===== src/rtl/spq_pkg.sv =====
// Shared types and constants for the sorted priority queue.
package spq_pkg;

  localparam int CMD_W    = 2;
  localparam int KEY_W    = 9;
  localparam int PRIO_W   = 8;
  localparam int STATUS_W = 3;
  localparam int STIME_W  = 16;
  localparam int IN_W     = 32;
  localparam int OUT_W    = 32;

  localparam logic [KEY_W-1:0] PRIO_MAX = 9'd255;

  typedef enum logic [CMD_W-1:0] {
    CMD_ENQ    = 2'd0,
    CMD_POP    = 2'd1,
    CMD_EXACT  = 2'd2,
    CMD_THRESH = 2'd3
  } cmd_t;

  typedef enum logic [STATUS_W-1:0] {
    ST_OK      = 3'd0,
    ST_RANGE   = 3'd1,
    ST_FULL    = 3'd2,
    ST_EMPTY   = 3'd3,
    ST_NOMATCH = 3'd4
  } status_t;

  typedef enum logic [5:0] {
    S_IDLE     = 6'b000001,
    S_SCAN_RD  = 6'b000010,
    S_SCAN_CMP = 6'b000100,
    S_MOVE_RD  = 6'b001000,
    S_MOVE_WR  = 6'b010000,
    S_DONE     = 6'b100000
  } state_t;

endpackage


===== src/rtl/spq_cmp.sv =====
// Shared priority comparator: decides where the scan of the queue stops.
module spq_cmp (
  input  spq_pkg::cmd_t                  cmd,
  input  logic [spq_pkg::KEY_W-1:0]      key,
  input  logic [spq_pkg::PRIO_W-1:0]     prio,
  output logic                           stop
);

  logic [spq_pkg::KEY_W-1:0] prio_ext;

  assign prio_ext = spq_pkg::KEY_W'(prio);

  // Stop at the head for a pop, the insert point, the first exact hit, or the first entry at or above threshold
  always_comb begin
    unique case (cmd)
      spq_pkg::CMD_ENQ:    stop = (prio_ext > key);
      spq_pkg::CMD_POP:    stop = 1'b1;
      spq_pkg::CMD_EXACT:  stop = (prio_ext == key);
      spq_pkg::CMD_THRESH: stop = (prio_ext >= key);
      default:             stop = 1'b1;
    endcase
  end

endmodule


===== src/rtl/sorted_priority_queue.sv =====
// Sorted priority queue top level: command sequencer, entry memory and result register.
//
// Use: each word on the s_ channel is one command (enqueue, pop head, remove an
// exact priority, remove the last entry below a threshold). Each command gives
// exactly one result word on the m_ channel: a status and the removed entry.
// Entries live in a single-port-write, registered-read memory of CAPACITY
// words kept in ascending priority order; equal priorities stay first in,
// first out.
// Operation: one command is worked at a time. A command rejected up front
// (bad priority, full, empty) has its result word loaded without a scan.
// Otherwise one shared comparator scans the entries in order, then entries
// move one at a time through the memory, one memory access per step.
// s_tready is high only while the sequencer is idle.
// Stall: a finished result waits in the output register; the next command is
// accepted meanwhile, and its own result waits until the first is taken.
// Reset: rst empties the queue and drops any pending result; memory contents
// are not cleared, since only slots below the entry count are ever read.
module sorted_priority_queue #(
  parameter int CAPACITY  = 16,
  parameter int TIME_BITS = 16
) (
  input  logic                          clk,
  input  logic                          rst,
  input  logic                          s_tvalid,
  output logic                          s_tready,
  // [1:0] cmd, [10:2] key, [26:11] service_time, [31:27] zero
  input  logic [spq_pkg::IN_W-1:0]      s_tdata,
  output logic                          m_tvalid,
  input  logic                          m_tready,
  // [2:0] status, [10:3] removed_priority, [26:11] removed_time, [31:27] zero
  output logic [spq_pkg::OUT_W-1:0]     m_tdata
);

  localparam int AW = (CAPACITY > 1) ? $clog2(CAPACITY) : 1;
  localparam int CW = $clog2(CAPACITY + 1);
  localparam int SW = (TIME_BITS < spq_pkg::STIME_W) ? TIME_BITS : spq_pkg::STIME_W;

  typedef struct packed {
    logic [spq_pkg::PRIO_W-1:0] prio;
    logic [TIME_BITS-1:0]       stime;
  } entry_t;

  spq_pkg::state_t              state;
  spq_pkg::cmd_t                cmd_r;
  logic [spq_pkg::KEY_W-1:0]    key_r;
  logic [TIME_BITS-1:0]         time_r;
  logic [CW-1:0]                count;
  logic [CW-1:0]                idx;
  logic [CW-1:0]                pos;
  entry_t                       hold;
  spq_pkg::status_t             res_status;
  logic [spq_pkg::PRIO_W-1:0]   res_prio;
  logic [TIME_BITS-1:0]         res_time;

  entry_t                       mem [CAPACITY];
  entry_t                       rd_data;
  logic                         rd_en;
  logic [AW-1:0]                rd_addr;
  logic                         wr_en;
  logic [AW-1:0]                wr_addr;
  entry_t                       wr_data;

  spq_pkg::cmd_t                in_cmd;
  logic [spq_pkg::KEY_W-1:0]    in_key;
  logic                         stop;
  logic                         ins_mode;
  logic                         move_end;
  logic                         out_free;

  assign in_cmd   = spq_pkg::cmd_t'(s_tdata[1:0]);
  assign in_key   = s_tdata[10:2];
  assign s_tready = (state == spq_pkg::S_IDLE);
  assign ins_mode = (cmd_r == spq_pkg::CMD_ENQ);
  assign out_free = !m_tvalid || m_tready;

  // Insert moves run down from the tail, removals close the gap upward
  assign move_end = ins_mode ? (idx == pos) : ((idx + CW'(1)) >= count);

  spq_cmp u_cmp (
    .cmd  (cmd_r),
    .key  (key_r),
    .prio (rd_data.prio),
    .stop (stop)
  );

  // Memory port control
  always_comb begin
    rd_en   = 1'b0;
    rd_addr = idx[AW-1:0];
    wr_en   = 1'b0;
    wr_addr = idx[AW-1:0];
    wr_data = rd_data;
    unique case (state)
      spq_pkg::S_SCAN_RD: begin
        rd_en = (idx != count);
      end
      spq_pkg::S_MOVE_RD: begin
        if (move_end) begin
          wr_en         = ins_mode;
          wr_addr       = pos[AW-1:0];
          wr_data.prio  = key_r[spq_pkg::PRIO_W-1:0];
          wr_data.stime = time_r;
        end else begin
          rd_en   = 1'b1;
          rd_addr = ins_mode ? AW'(idx - CW'(1)) : AW'(idx + CW'(1));
        end
      end
      spq_pkg::S_MOVE_WR: begin
        wr_en = 1'b1;
      end
      default: begin
        rd_en = 1'b0;
      end
    endcase
  end

  // Entry memory with registered read
  always_ff @(posedge clk) begin
    if (wr_en) begin
      mem[wr_addr] <= wr_data;
    end
    if (rd_en) begin
      rd_data <= mem[rd_addr];
    end
  end

  // Command sequencer
  always_ff @(posedge clk) begin
    if (rst) begin
      state    <= spq_pkg::S_IDLE;
      count    <= '0;
      m_tvalid <= 1'b0;
    end else begin
      // Drop the result word once taken, unless a new one loads now
      if (m_tvalid && m_tready && state != spq_pkg::S_DONE) begin
        m_tvalid <= 1'b0;
      end
      unique case (state)
        spq_pkg::S_IDLE: begin
          if (s_tvalid) begin
            cmd_r      <= in_cmd;
            key_r      <= in_key;
            time_r     <= TIME_BITS'(s_tdata[11 +: SW]);
            idx        <= '0;
            res_status <= spq_pkg::ST_OK;
            res_prio   <= '0;
            res_time   <= '0;
            if (in_cmd == spq_pkg::CMD_ENQ) begin
              if (in_key == '0 || in_key > spq_pkg::PRIO_MAX) begin
                res_status <= spq_pkg::ST_RANGE;
                state      <= spq_pkg::S_DONE;
              end else if (count == CW'(CAPACITY)) begin
                res_status <= spq_pkg::ST_FULL;
                state      <= spq_pkg::S_DONE;
              end else begin
                state <= spq_pkg::S_SCAN_RD;
              end
            end else if (count == '0) begin
              res_status <= spq_pkg::ST_EMPTY;
              state      <= spq_pkg::S_DONE;
            end else begin
              state <= spq_pkg::S_SCAN_RD;
            end
          end
        end

        spq_pkg::S_SCAN_RD: begin
          if (idx == count) begin
            // Scan ran off the tail
            unique case (cmd_r)
              spq_pkg::CMD_ENQ: begin
                pos   <= count;
                state <= spq_pkg::S_MOVE_RD;
              end
              spq_pkg::CMD_THRESH: begin
                pos      <= count - CW'(1);
                idx      <= count - CW'(1);
                res_prio <= hold.prio;
                res_time <= hold.stime;
                state    <= spq_pkg::S_MOVE_RD;
              end
              default: begin
                res_status <= spq_pkg::ST_NOMATCH;
                state      <= spq_pkg::S_DONE;
              end
            endcase
          end else begin
            state <= spq_pkg::S_SCAN_CMP;
          end
        end

        spq_pkg::S_SCAN_CMP: begin
          if (stop) begin
            unique case (cmd_r)
              spq_pkg::CMD_ENQ: begin
                pos   <= idx;
                idx   <= count;
                state <= spq_pkg::S_MOVE_RD;
              end
              spq_pkg::CMD_THRESH: begin
                if (idx == '0) begin
                  res_status <= spq_pkg::ST_NOMATCH;
                  state      <= spq_pkg::S_DONE;
                end else begin
                  pos      <= idx - CW'(1);
                  idx      <= idx - CW'(1);
                  res_prio <= hold.prio;
                  res_time <= hold.stime;
                  state    <= spq_pkg::S_MOVE_RD;
                end
              end
              default: begin
                pos      <= idx;
                res_prio <= rd_data.prio;
                res_time <= rd_data.stime;
                state    <= spq_pkg::S_MOVE_RD;
              end
            endcase
          end else begin
            hold  <= rd_data;
            idx   <= idx + CW'(1);
            state <= spq_pkg::S_SCAN_RD;
          end
        end

        spq_pkg::S_MOVE_RD: begin
          if (move_end) begin
            count <= ins_mode ? (count + CW'(1)) : (count - CW'(1));
            state <= spq_pkg::S_DONE;
          end else begin
            state <= spq_pkg::S_MOVE_WR;
          end
        end

        spq_pkg::S_MOVE_WR: begin
          idx   <= ins_mode ? (idx - CW'(1)) : (idx + CW'(1));
          state <= spq_pkg::S_MOVE_RD;
        end

        spq_pkg::S_DONE: begin
          // Load the result word once the output register is free
          if (out_free) begin
            m_tvalid <= 1'b1;
            m_tdata  <= {5'd0, spq_pkg::STIME_W'(res_time[SW-1:0]), res_prio, res_status};
            state    <= spq_pkg::S_IDLE;
          end
        end

        default: begin
          state <= spq_pkg::S_IDLE;
        end
      endcase
    end
  end

  // Entry count never exceeds the memory depth
  a_count_bound: assert property (@(posedge clk) disable iff (rst)
    count <= CW'(CAPACITY))
    else $error("entry count above capacity");

  // Count moves by at most one per cycle
  a_count_step: assert property (@(posedge clk) disable iff (rst)
    !rst |=> (count == $past(count) || count == $past(count) + CW'(1) ||
              count + CW'(1) == $past(count)))
    else $error("entry count jumped");

  // An accepted command keeps the sequencer busy in the next cycle
  a_busy_after_accept: assert property (@(posedge clk) disable iff (rst)
    s_tvalid && s_tready |=> !s_tready)
    else $error("sequencer idle right after accept");

  // A failed command reports no removed entry
  a_fail_zero: assert property (@(posedge clk) disable iff (rst)
    m_tvalid && m_tdata[2:0] != spq_pkg::ST_OK |-> m_tdata[26:3] == '0)
    else $error("failed command reports an entry");

endmodule


===== config.mk =====
export PLATFORM = sky130hd
export DESIGN_NAME = sorted_priority_queue
export DESIGN_NICKNAME = d
export VERILOG_FILES = /design/src/rtl/spq_pkg.sv /design/src/rtl/spq_cmp.sv /design/src/rtl/sorted_priority_queue.sv
export SDC_FILE = /design/constraint.sdc
export NUM_CORES = 1
export LEC_CHECK = 0
export BUFFER_PORTS_ARGS = -buffer_cell sky130_fd_sc_hd__buf_2
export CORE_ASPECT_RATIO = 1.4
export CORE_MARGIN = 5
export CORE_UTILIZATION = 60
export DETAILED_ROUTE_END_ITERATION = 8
export HOLD_SLACK_MARGIN = 0.1
export PLACE_DENSITY = 0.74
export SKIP_LAST_GASP = 1
export SLEW_MARGIN = 40
export SYNTH_ARGS = -nofsm -noshare
export SYNTH_HDL_FRONTEND = slang
export SYNTH_SLANG_ARGS = --single-unit

===== constraint.sdc =====
create_clock -name clk -period 9.5 [get_ports clk]
set_clock_uncertainty 0.2 [all_clocks]
set_input_delay 0 -clock clk [delete_from_list [all_inputs] [get_ports clk]]
set_output_delay 0 -clock clk [all_outputs]
set_load 0.01 [all_outputs]

==> results.cfg <==
[floorplan]
coreArea_sq_um = 35700
fp.dieW_um = 170
die_y_um = 234
start_util_pct = 60.4
rows = 82
io_pins = 70
die_area_sq_um = 39900

[clock_tree]
clock-sinks = 535
clk_pin_slew_ns = 0.07
clockRootBuffer = clkbuf_16
cts_tree = built
cts_made_buffers = 48
clock_path_buffers = 3
clock_latency_ns = 0.58
htree_num_levels = 2

[sta]
setup_tns_ns = 0
finalSetupViolCount = 0
slew_violations = 0
fmax_mhz = 181
worst_pin_slew_ns = 0.868
post-route-period-util_pct = 58.1
rsz0062_at_grt = false
min_period_ns = 5.52
hold_violations = 0
relSlewSlack_pct = 42.1

[power_and_ir_drop]
irDropWorstVdd_v = 0.000142
p_leak_nw = 8.68
power.density_nw_per_um2 = 202
total_power_mw = 5.07

[route]
wire_per_inst_um = 25.7
routed-via-count = 12100
wl_met3_mm = 3.64
drt_first_pass_iters = 5
drt_wl_total_mm = 49.3
drtAntennaViolNets = 0
drc = 0
drtIter0Drc = 1279
drt-met1-wl_mm = 18.5
route.met2.wl_mm = 25.2
vias_per_cell = 6.32
topRoutingLayerUsed = met4

[synthesis]
async_reset_ff_share_pct = 0
ys.warnings.count = 0
syn_area_per_cell_sq_um = 16.9
synth-seq-cells = 535
synthTopCellsByCount = edfxtp_1 (523), mux2i_1 (195), o22ai_1 (99)
synthCells = 1278
synthFlopType = edfxtp_1
synth_edf_count = 523
synth_cell_types = 63
synth_most_common_cell = edfxtp_1
synth_top_area_share_pct = 72.8
synthTopCellsByArea = edfxtp_1 (73%), mux2i_1 (9.0%), o22ai_1 (2.9%), mux2_2 (1.3%), ha_1 (1.2%)
yosysTopAreaCell = edfxtp_1
synth_seq_area_share_pct = 73.9
netlist_area_sq_um = 21600

[cells_and_area]
drive_gt1_share_pct = 17.0
regArea_sq_um = 15900
final_nets = 1478
n_antenna_cell = 0
multi_input_area_sq_um = 5370
fill_cells = 2220
utilization_pct = 70.4
syn2layout_area_growth_pct = 16.6

[hold_path]
min_from = rst
worstHoldPathType = input port to flip-flop
holdPathStages = 3
hold_end = count[0]$_SDFFE_PP0P_

[critical_path]
max_stage_delay_ns = 0.78
cp_top_family = multiplexers
r2r_start = idx[0]$_DFFE_PP_
r2r_end = rd_data[10]$_DFFE_PP_
path_buf_inv = 2
end_kind = flip-flop
cp.required_ns = 9.62
crit_top_cell = ha_1
path_cells = inv_1 -> ha_1 -> ha_1 -> a21oi_1 -> o21ai_0 -> a211oi_4 -> nand2_2 -> mux2_8 -> buf_6 -> mux2i_1 -> o22ai_1 -> or4_1
worstPathArrival_ns = 5.63
r2r_cells = 12
crit_slowest_cell = mux2_8
start_kind = flip-flop
reg2reg_slack_ns = 3.98
crit_fanout = 70
critical_path_class = flip-flop to flip-flop

[grt]
overflow = 0
grt_start_max_net_pins = 71
track_usage_pct = 25.0
grt_pass1_vias = 12500
antenna_found_initial = 1
grt_pass1_wl_mm = 74.3

[job]
maxCapViolations = 0

[status]
status = completed

[place]
io_buffers = 59
dpl.hpwl_mm = 29.5
gp_congestion = 0.791
[cells in the final DEF, fill, tap and decap left out, types with 8 or more instances in the layout]
cell type      netlist  layout
a21oi_1             20      19
a22o_1              24      24
buf_16               0       8
buf_2               21      59
buf_4               12      14
buf_8                0      22
bufinv_16            0       8
clkbuf_16            0      48
clkinv_1             0      13
clkinv_2             0       8
dfxtp_1             12      12
dlygate4sd3_1        0      58
edfxtp_1           523     523
ha_1                20      18
inv_1               24      24
mux2_2              24      24
mux2i_1            195     195
nand2_1             30      28
nand3_1              8       8
nor2_1              46      28
nor2_4               0      18
nor3_1              15      15
o21ai_0             18      15
o22ai_1             99      97
or4_1               25      25
xnor2_1             22      22
xor2_1              11      11
[state kept, by name, summed over array words and instances (netlist names), 6 cells and up]
signal	count
res_prio	8
mem	384
m_tdata	27
res_time	16
time_r	16
hold	24
key_r	9
rd_data	24
state	6
[power breakdown]
part | switching [mW] | internal, mW | leakage, nW
clock | 0.838 | 1.15 | 0.780
combinational | 0.257 | 0.179 | 3.07
sequential | 0.0296 | 2.62 | 4.82
total | 1.12 | 3.95 | 8.68
[cell families after synthesis]
family / synth area share, %
adder cells (fa/ha/maj): 1.16
XOR/XNOR: 1.34
AO/OA/AOI/OAI: 6.49
buffers and inverters: 2.33
AND/OR/NAND/NOR: 4.25
multiplexers: 10.5
other: 0.0174
flip-flops: 73.9
[worst max-delay path by stage]
stage	cells past startpoint	to	slack, ns	start
6_report	12	rd_data[10]$_DFFE_PP_	3.98	idx[0]$_DFFE_PP_
5_1_grt	12	rd_data[10]$_DFFE_PP_	3.61	idx[0]$_DFFE_PP_
4_1_cts	12	rd_data[21]$_DFFE_PP_	3.99	idx[0]$_DFFE_PP_
3_5_place_dp	12	rd_data[21]$_DFFE_PP_	4.03	idx[0]$_DFFE_PP_
3_3_place_gp	12	rd_data[4]$_DFFE_PP_	3.86	idx[0]$_DFFE_PP_
2_1_floorplan	12	mem[11][0]$_DFFE_PP_	4.95	idx[0]$_DFFE_PP_
[layer usage]
layer / vias to the layer above / GRT usage [%]
met5: - / 0
met4: 0 / 10.4
met3: 146 / 3.56
met2: 587 / 43.4
met1: 6056 / 31.9
li1: 5359 / -
[per-stage QoR]
| stage | hold slack [ns] | instance area, sq um | std cells | setup WS, ns |
|---|---|---|---|---|
| floorplan | -0.101 | 21600 | 1282 | 4.95 |
| global placement | -0.0235 | 22300 | 1745 | 3.86 |
| detailed placement | -0.0219 | 22900 | 1776 | 4.03 |
| CTS | 0.133 | 25100 | 1923 | 3.99 |
| global route | 0.183 | 25100 | 1923 | 3.61 |
| finish | 0.154 | 25100 | 1923 | 3.98 |
[timing repair]
action	in CTS	in global routing
hold buffers	58	0
endpoints found under the hold margin	143	0
buffers inserted	0	0
gates resized for setup	0	0
[cell type report]
type                            instances  share of cell area (%)
Sequential cell                       535                    63.4
Multi-Input combinational cell        650                    21.3
Timing Repair Buffer                  163                    6.18
Clock buffer                           54                    4.87
Tap cell                              462                    2.30
Clock inverter                         35                    1.53
Inverter                               24                   0.358
[worst register-to-register path: stages (launching register included)]
cell      delay [ns]
edfxtp_1        0.69
inv_1           0.26
ha_1            0.44
ha_1            0.21
a21oi_1         0.13
o21ai_0         0.21
a211oi_4        0.36
nand2_2         0.25
mux2_8          0.79
buf_6           0.75
mux2i_1         0.33
o22ai_1         0.10
or4_1           0.53
Note: power is estimated with default switching activity, not from simulation.
